`src/hdl/rcq_pkg.sv`:
```
// shared types and constants for the reversible circular queue
package rcq_pkg;

  localparam int WORD_W = 32;

  // request kinds
  typedef enum logic [1:0] {
    OP_ENQ = 2'd0,
    OP_DEQ = 2'd1,
    OP_REV = 2'd2
  } op_e;

  // result status codes
  typedef enum logic [1:0] {
    ST_DONE  = 2'd0,
    ST_FULL  = 2'd1,
    ST_EMPTY = 2'd2
  } status_e;

  // word returned by a dequeue from an empty queue
  localparam logic signed [WORD_W-1:0] EMPTY_WORD = -32'sd1;

  // one request
  typedef struct packed {
    logic [1:0]               operation;
    logic signed [WORD_W-1:0] value_in;
  } req_t;

  // one result
  typedef struct packed {
    logic signed [WORD_W-1:0] value_out;
    logic [1:0]               status;
  } rsp_t;

  // result control passed from the queue controller to the output stage
  typedef struct packed {
    logic    valid;
    logic    from_ram;
    logic    neg_one;
    status_e status;
  } rcq_meta_t;

endpackage

```
`src/hdl/rcq_ram.sv`:
```
// generic single-port ram with registered read
module rcq_ram #(
  parameter int WIDTH = 32,
  parameter int DEPTH = 8,
  parameter int AW    = 3
) (
  input  logic             clk,
  input  logic             we,
  input  logic [AW-1:0]    addr,
  input  logic [WIDTH-1:0] wdata,
  output logic [WIDTH-1:0] rdata
);

  logic [WIDTH-1:0] mem [DEPTH];

  // write port and registered read
  always_ff @(posedge clk) begin
    if (we) begin
      mem[addr] <= wdata;
    end
    rdata <= mem[addr];
  end

endmodule

```
`src/hdl/rcq_ctrl.sv`:
```
// head, count and direction control of the queue plus memory access issue
module rcq_ctrl import rcq_pkg::*; #(
  parameter int DEPTH = 8,
  parameter int AW    = 3,
  parameter int CW    = 4
) (
  input  logic              clk,
  input  logic              rst,
  input  logic              accept,
  input  req_t              req,
  output logic              ram_we,
  output logic [AW-1:0]     ram_addr,
  output logic [WORD_W-1:0] ram_wdata,
  output rcq_meta_t         meta
);

  localparam logic [CW-1:0] DEPTH_C  = CW'(DEPTH);
  localparam logic [AW:0]   DEPTH_W  = (AW+1)'(DEPTH);
  localparam logic [AW-1:0] LAST_IDX = AW'(DEPTH - 1);

  logic [AW-1:0] head;
  logic [AW-1:0] head_next;
  logic [CW-1:0] count;
  logic [CW-1:0] count_next;
  logic          rev;
  logic          rev_next;
  rcq_meta_t     meta_next;

  logic          full;
  logic          empty;
  logic [AW:0]   tail_sum;
  logic [AW-1:0] tail_free;   // slot after the logical back, normal direction
  logic [AW-1:0] tail_last;   // slot of the logical back, normal direction
  logic [AW-1:0] head_inc;
  logic [AW-1:0] head_dec;

  assign full  = (count == DEPTH_C);
  assign empty = (count == '0);

  // slot arithmetic modulo depth, one compare and subtract each
  always_comb begin
    tail_sum  = (AW+1)'(head) + (AW+1)'(count);
    tail_free = (tail_sum >= DEPTH_W) ? AW'(tail_sum - DEPTH_W) : AW'(tail_sum);
    tail_last = (tail_sum - 1'b1 >= DEPTH_W) ? AW'(tail_sum - 1'b1 - DEPTH_W)
                                              : AW'(tail_sum - 1'b1);
    head_inc  = (head == LAST_IDX) ? '0 : head + 1'b1;
    head_dec  = (head == '0) ? LAST_IDX : head - 1'b1;
  end

  // request decode and next state
  always_comb begin
    head_next       = head;
    count_next      = count;
    rev_next        = rev;
    ram_we          = 1'b0;
    ram_addr        = head;
    ram_wdata       = req.value_in;
    meta_next       = '0;
    meta_next.valid = accept;
    if (accept) begin
      case (req.operation)
        OP_ENQ: begin
          if (full) begin
            meta_next.status = ST_FULL;
          end else begin
            ram_we     = 1'b1;
            ram_addr   = rev ? head_dec : tail_free;
            head_next  = rev ? head_dec : head;
            count_next = count + 1'b1;
          end
        end
        OP_DEQ: begin
          if (empty) begin
            meta_next.status  = ST_EMPTY;
            meta_next.neg_one = 1'b1;
          end else begin
            meta_next.from_ram = 1'b1;
            ram_addr           = rev ? tail_last : head;
            head_next          = rev ? head : head_inc;
            count_next         = count - 1'b1;
          end
        end
        OP_REV: begin
          if (empty) begin
            meta_next.status = ST_EMPTY;
          end else begin
            rev_next = ~rev;
          end
        end
        default: begin
          meta_next.status = ST_DONE;
        end
      endcase
    end
  end

  // state and result control registers
  always_ff @(posedge clk) begin
    if (rst) begin
      head  <= '0;
      count <= '0;
      rev   <= 1'b0;
      meta  <= '0;
    end else begin
      head  <= head_next;
      count <= count_next;
      rev   <= rev_next;
      meta  <= meta_next;
    end
  end

  // count stays within capacity
  a_count_range: assert property (@(posedge clk) disable iff (rst)
    count <= DEPTH_C)
    else $error("queue count above depth");

  // every accepted request gives a result in the next cycle
  a_result_follows: assert property (@(posedge clk) disable iff (rst)
    accept |=> meta.valid)
    else $error("request without result");

  // successful enqueue grows the count by one
  a_enq_count: assert property (@(posedge clk) disable iff (rst)
    (accept && req.operation == OP_ENQ && !full) |=> count == $past(count) + 1'b1)
    else $error("enqueue did not grow count");

  // dequeue or reverse on an empty queue reports empty
  a_empty_status: assert property (@(posedge clk) disable iff (rst)
    (accept && empty && (req.operation == OP_DEQ || req.operation == OP_REV))
      |=> meta.status == ST_EMPTY)
    else $error("empty queue request reported wrong status");

endmodule

```
`src/hdl/reversible_circular_queue_unit.sv`:
```
// A result appears with done in the cycle after its request is accepted.
// Throughput: one request per cycle; busy stays low, each request touches one
// memory word through the single port of the storage ram.
// The receiver cannot stall: done is a one-cycle strobe with the result.
// Reset: synchronous rst empties the queue, clears direction and drops done;
// storage contents are left as they are and are never read before written.
module reversible_circular_queue_unit import rcq_pkg::*; #(
  parameter int DEPTH = 8
) (
  input  logic clk,
  input  logic rst,
  input  logic start,
  output logic busy,
  input  req_t req,
  output logic done,
  output rsp_t rsp
);

  localparam int AW = (DEPTH > 1) ? $clog2(DEPTH) : 1;
  localparam int CW = $clog2(DEPTH + 1);

  logic              accept;
  logic              ram_we;
  logic [AW-1:0]     ram_addr;
  logic [WORD_W-1:0] ram_wdata;
  logic [WORD_W-1:0] ram_rdata;
  rcq_meta_t         meta;

  // a request is taken in every cycle
  assign busy   = 1'b0;
  assign accept = start & ~busy;

  rcq_ctrl #(
    .DEPTH (DEPTH),
    .AW    (AW),
    .CW    (CW)
  ) u_ctrl (
    .clk       (clk),
    .rst       (rst),
    .accept    (accept),
    .req       (req),
    .ram_we    (ram_we),
    .ram_addr  (ram_addr),
    .ram_wdata (ram_wdata),
    .meta      (meta)
  );

  rcq_ram #(
    .WIDTH (WORD_W),
    .DEPTH (DEPTH),
    .AW    (AW)
  ) u_ram (
    .clk   (clk),
    .we    (ram_we),
    .addr  (ram_addr),
    .wdata (ram_wdata),
    .rdata (ram_rdata)
  );

  // result assembly
  always_comb begin
    done   = meta.valid;
    rsp.status = meta.status;
    if (meta.from_ram) begin
      rsp.value_out = ram_rdata;
    end else if (meta.neg_one) begin
      rsp.value_out = EMPTY_WORD;
    end else begin
      rsp.value_out = '0;
    end
  end

endmodule
```
`config.mk`:
```
export PLATFORM = sky130hd
export DESIGN_NAME = reversible_circular_queue_unit
export DESIGN_NICKNAME = d
export VERILOG_FILES = /design/src/hdl/rcq_pkg.sv /design/src/hdl/rcq_ram.sv /design/src/hdl/rcq_ctrl.sv /design/src/hdl/reversible_circular_queue_unit.sv
export SDC_FILE = /design/constraint.sdc
export NUM_CORES = 1
export LEC_CHECK = 0
export ABC_AREA = 1
export BUFFER_PORTS_ARGS = -buffer_cell sky130_fd_sc_hd__buf_2
export CAP_MARGIN = 15
export CORE_ASPECT_RATIO = 0.9
export CORE_MARGIN = 3
export CORE_UTILIZATION = 61
export DETAILED_ROUTE_END_ITERATION = 12
export GPL_TIMING_DRIVEN = 0
export PLACE_DENSITY_LB_ADDON = 0.12
export SYNTH_ARGS = -nofsm -noshare
export SYNTH_HDL_FRONTEND = slang
export SYNTH_SLANG_ARGS = --single-unit
```
`constraint.sdc`:
```
create_clock -name clk -period 10.49 [get_ports clk]
set_input_delay 0.5245 -clock clk [delete_from_list [all_inputs] [get_ports clk]]
set_output_delay 0.5245 -clock clk [all_outputs]
set_load 0.005 [all_outputs]
```
### Yosys cells after proc, flatten, opt, wreduce, memory -nomap -nowiden

Memory sizes are Yosys's and may differ from the RTL's. A register that Yosys moved wholly into a read port is not among the register bits.
Index checks and enable logic that the tools add are counted.

* input bits: 37
* flip-flop bits (word level): 13
* memory bits (writable): 256
* memories: 1

Memory list
* u_ram.mem: words 8, width 32, read ports 1, clocked after memory_dff 1, wr ports 1, line rcq_ram.sv:14 `logic [WIDTH-1:0] mem [DEPTH];`

* add/subtract/negate cells: 8
* mux-type cells: 30
* bitwise operators: 4
* $lt $le $gt $ge: 2
* reductions and logical operators: 9
* equality and inequality tests: 8

Operator list (count)
* $mux W32: 2
* $mux W3: 14
* $pmux W3 S2: 2
* $sub A3 B1 Y3 const B: 3
* $ge A4 B4 Y1 const B: 2
* $mux W4: 2
* $pmux W4 S2: 1
* $sub A4 B1 Y4 const B: 2
* $mux W1: 7
* $ne A2 B2 Y1 const B: 3
* $pmux W2 S3: 1
* $reduce_and A6 Y1: 1
* $add A3 B4 Y4: 1
* $add A4 B1 Y4 const B: 1
* $eq A4 B4 Y1 const B: 1
* $logic_not A4 Y1: 1
* $not A1 Y1: 4
* $reduce_and A4 Y1: 1
* $add A3 B1 Y3 const B: 1
* $eq A3 B3 Y1 const B: 1
* $logic_not A3 Y1: 1
* $reduce_and A3 Y1: 1
* $reduce_or A3 Y1: 1
* $eq A2 B1 Y1 const B: 1
* other kinds (6): 6

### Logic depth before layout (Yosys ltp)

* word-level depth: 8
* gate-level depth with buffers: 17
* gate-level depth less buffers: 14

### Hierarchy

Synthesis repeated with hierarchy kept, for this count alone.

* cells, all modules: 1341
* area total of the unflattened synthesis: 13088.8 µm²

Modules (own cells, without submodules)
* rcq_ram: area an instance 11472.3 µm², instances 1, cells each 1084, seq. area each 8328.0 µm²
* rcq_ctrl: area an instance 1287.5 µm², instances 1, cells each 182, seq. area each 260.2 µm²
* reversible_circular_queue_unit: area an instance 329.1 µm², instances 1, cells each 75, seq. area each 0.0 µm²

### Least setup slack after synthesis

No wires, ideal clock.

* path type: reg-to-reg
* start point: register u_ctrl.head[0]
* end point: memory u_ram.mem[2][0] (enable)
* buffers on the path: 2
* path slack: 6.507 ns
* stages on the path, launching flop included: 12
* period minus slack after synthesis: 3.983 ns
* required time: 10.069 ns
* arrival: 3.562 ns
* cell sequence: dfxtp_1 ha_1 inv_1 fa_1 ha_1 nor3_1 nor2_1 o21ai_2 buf_2 buf_2 nand2_1 nor2_1

* longest elaborated chain between the ends: 8
* elaborated cells between the ends (all ways): 17

RTL lines
* start, declared: line rcq_ctrl.sv:21 `logic [AW-1:0] head;`
* start signal, assigned: line rcq_ctrl.sv:105 `head <= head_next;`
* $add A3 B4 Y4: line rcq_ctrl.sv:42 `tail_sum = (AW+1)'(head) + (AW+1)'(count);`
* $sub A4 B1 Y4: line rcq_ctrl.sv:44 `tail_last = (tail_sum - 1'b1 >= DEPTH_W) ? AW'(tail_sum - 1'b1 - DEPTH_W)`
* $ge A4 B4 Y1 / $sub A3 B1 Y3 (equally long branches): line rcq_ctrl.sv:44
* $mux W3: line rcq_ctrl.sv:44
* $mux W3: line rcq_ctrl.sv:78 `ram_addr = rev ? tail_last : head;`
* $mux W3: line rcq_ctrl.sv:73 `if (empty) begin`
* $pmux W3 S2: line rcq_ctrl.sv:61 `case (req.operation)`
* $mux W3 *: line rcq_ctrl.sv:60 `if (accept) begin`
* end, declared: line rcq_ram.sv:14

Mark *: on every way between the ends. The rest lies on a longest branch, timed or not.

### Worst setup path in the final report

* start point: register u_ctrl.head[0]
* end point: memory u_ram.mem[7][10] (enable)

Same word-level chain as after synthesis.

==> results.json <==
{
  "status": "complete, no violations",
  "cts_resized": 0,
  "powerDensity_nw_per_um2": 182,
  "maxCapViolations": 0,
  "synth_area_um2": 12800,
  "clkTransAtPathRegs_ns": 0.06,
  "drt_pass1_iterations": 5,
  "stdcell_count": 1674,
  "switchingPower_mw": 0.667,
  "avgRoutedWirePerCell_um": 18.5,
  "die_h_um": 143,
  "maxSlewHeadroom_pct": 50.3,
  "viasPerCell": 5.51,
  "finalHoldViolCount": 0,
  "hold_class": "primary input to flip-flop",
  "final_common_cell": "nand2_1",
  "cts_made_buffers": 29,
  "placed_area_um2": 13700,
  "endpoint": "u_ram.mem[7][10]",
  "rsz0062_at_grt": "false",
  "grt_overflow": 0,
  "h-tree-depth": 1,
  "mostFrequentLayoutCells": "nand2_1, edfxtp_1, nand3_1",
  "worstPathRequired_ns": 10.74,
  "endpoint_kind": "flip-flop",
  "clock_skew_ns": 0.0119,
  "syn_nets": 1312,
  "fmax_mhz": 266,
  "timing.hold.ws_ns": 0.180,
  "met2_usage_pct": 45.8,
  "dp_cells": 1620,
  "cts_tree": "built",
  "yosysSeqAreaShare_pct": 67.1,
  "finalWirelength_um": 31000,
  "r2r_cells": 12,
  "grt_start_max_net_pins": 28,
  "final_area_um2": 14600,
  "worstReg2RegStart": "u_ctrl.head[0]",
  "r2r_slack_ns": 6.72,
  "arrival_ns": 4.01,
  "fin_nets": 1422,
  "critPathLaunchType": "flip-flop",
  "drt-initial-drc-count": 1006,
  "antenna_found_initial": 0,
  "syn_inst": 1261,
  "drive_above_1_share_pct": 15.1,
  "fin_crit_ns": 3.77,
  "die-area_um2": 22800,
  "peakVddDrop_mv": 0.148,
  "ys_seq_elements": 301,
  "place_hpwl_um": 19600,
  "yosysUniqueCellTypes": 31,
  "cts_buffer_depth": 3,
  "slew_violations": 0,
  "clkPwrFrac_pct": 36.7,
  "grt_use_met3_pct": 4.01,
  "critPathLaunch": "u_ctrl.head[0]",
  "start_util_pct": 63.1,
  "io_pins": 73,
  "fp.dieW_um": 159,
  "cts_root_buf": "clkbuf_16",
  "final_core_util_pct": 72.2,
  "finalPower_mw": 2.66,
  "synth_warnings": 0,
  "fin_crit_sh_pct": 35.9,
  "seq_power_share_pct": 50.9,
  "grt_first_pass_wirelength_um": 48500,
  "use_met1_pct": 38.0,
  "pre_cts_slack_ns": 6.75,
  "intPower_mw": 2.00,
  "clk_latency_ns": 0.55,
  "postSynthAreaPerCell_um2": 10.2,
  "diodes": 0,
  "grt_pass1_vias": 8913,
  "gp_congestion": 0.889,
  "area_growth_pct": 14.4,
  "port_buffers": 71,
  "crit_type": "flip-flop to flip-flop",
  "cts.sinks": 301,
  "route.detailed.drc": 0,
  "layout_setup_ws_ns": 6.72,
  "switching_share_pct": 25.0,
  "num_rows": 49,
  "grt.total_usage_pct": 27.6,
  "post_cts_buffers": 0,
  "tightest_slew_ns": 0.746,
  "tns_ns": 0,
  "ant_nets": 0,
  "critical_path.max_fanout": 24,
  "p_leak_nw": 6.35,
  "num_vias": 9232,
  "p_comb_share_pct": 12.4,
  "setup_viol": 0,
  "hold_buffers": 0,
  "top_usage_layer": "met2",
  "core_area_um2": 20300,
  "worstReg2RegEnd": "u_ram.mem[7][10]"
}
## power groups by stage
stage	Sequential [mW]	Clock (mW)	Combinational, mW
CTS	1.35	0.982	0.326
detailed placement	1.38	0	0.321
floorplan	1.38	0	0.212
global route	1.36	1.04	0.370
global placement	1.38	0	0.308
finish	1.35	0.978	0.329
## registers in the layout, indices dropped and copies added, names as in the netlist
register	cells
u_ctrl.count	4
u_ram.rdata	32
u_ctrl.head	3
u_ctrl.meta	5
u_ram.mem	256
u_ctrl.rev	1
## cells in the mapped netlist, drive strengths merged
| cell type | count | area, um^2 |
|---|---|---|
| nand2 | 643 | 2420 |
| edfxtp | 256 | 7690 |
| nand3 | 139 | 706 |
| buf | 67 | 414 |
| dfxtp | 45 | 901 |
| nor2 | 26 | 130 |
| inv | 24 | 90.1 |
| a21oi | 15 | 78.8 |
| o21ai | 14 | 81.3 |
| ha | 12 | 150 |
| clkbuf | 6 | 22.5 |
| fa | 2 | 40.0 |
| nand3b | 2 | 15.0 |
| nor3 | 2 | 10.0 |
| xnor2 | 2 | 17.5 |
| xor2 | 2 | 17.5 |
| a31oi | 1 | 6.26 |
| conb | 1 | 3.75 |
| nor4 | 1 | 6.26 |
| o21a | 1 | 7.51 |
## per-layer routing
layer,vias up,share of wire (%)
met5,-,0
met4,0,3.1
met3,73,9.4
met2,502,47
met1,4266,40
li1,4391,-
## critical path: stages (launching register included)
cell	delay [ns]
dfxtp_1	0.45
ha_1	0.19
inv_1	0.05
fa_1	0.46
ha_1	0.31
nor3_1	0.19
nor2_1	0.11
o21ai_2	0.24
buf_2	0.28
buf_2	0.30
nand2_1	0.19
nor2_4	0.42
buf_12	0.27
## layout make-up
class                   count  area [um^2]
flip-flops and latches    301         8590
clock inverters            10         68.8
repair buffers             79          531
inverters                  24         90.1
clock buffers              44          832
multi-input cells         863         3750
well taps                 280          350
fillers                  1432         5650
plain buffers              73          437
## cells by family after synthesis
kind of cell,after synthesis,share of synthesized area (%)
simple gates,813,25.7
flops,301,67.1
buf+inv,97,4.11
compound gates,31,1.36
fa+ha+maj,14,1.49
xor+xnor,4,0.274
other cells,1,0.0293
## worst min-delay path by stage
| stage | slack (ns) | endpoint | startpoint | cells past startpoint |
|---|---|---|---|---|
| 3_3_place_gp | 0.52 | u_ctrl.count[3] | u_ctrl.count[3] | 2 |
| 2_1_floorplan | 0.48 | u_ctrl.count[3] | u_ctrl.count[3] | 2 |
| 5_1_grt | 0.18 | u_ctrl.head[0] | rst | 2 |
| 4_1_cts | 0.17 | u_ctrl.head[0] | rst | 2 |
| 6_report | 0.18 | u_ctrl.head[0] | rst | 2 |
| 3_5_place_dp | 0.53 | u_ctrl.count[3] | u_ctrl.count[3] | 2 |
No activity file was read; power rests on OpenSTA's default activity.
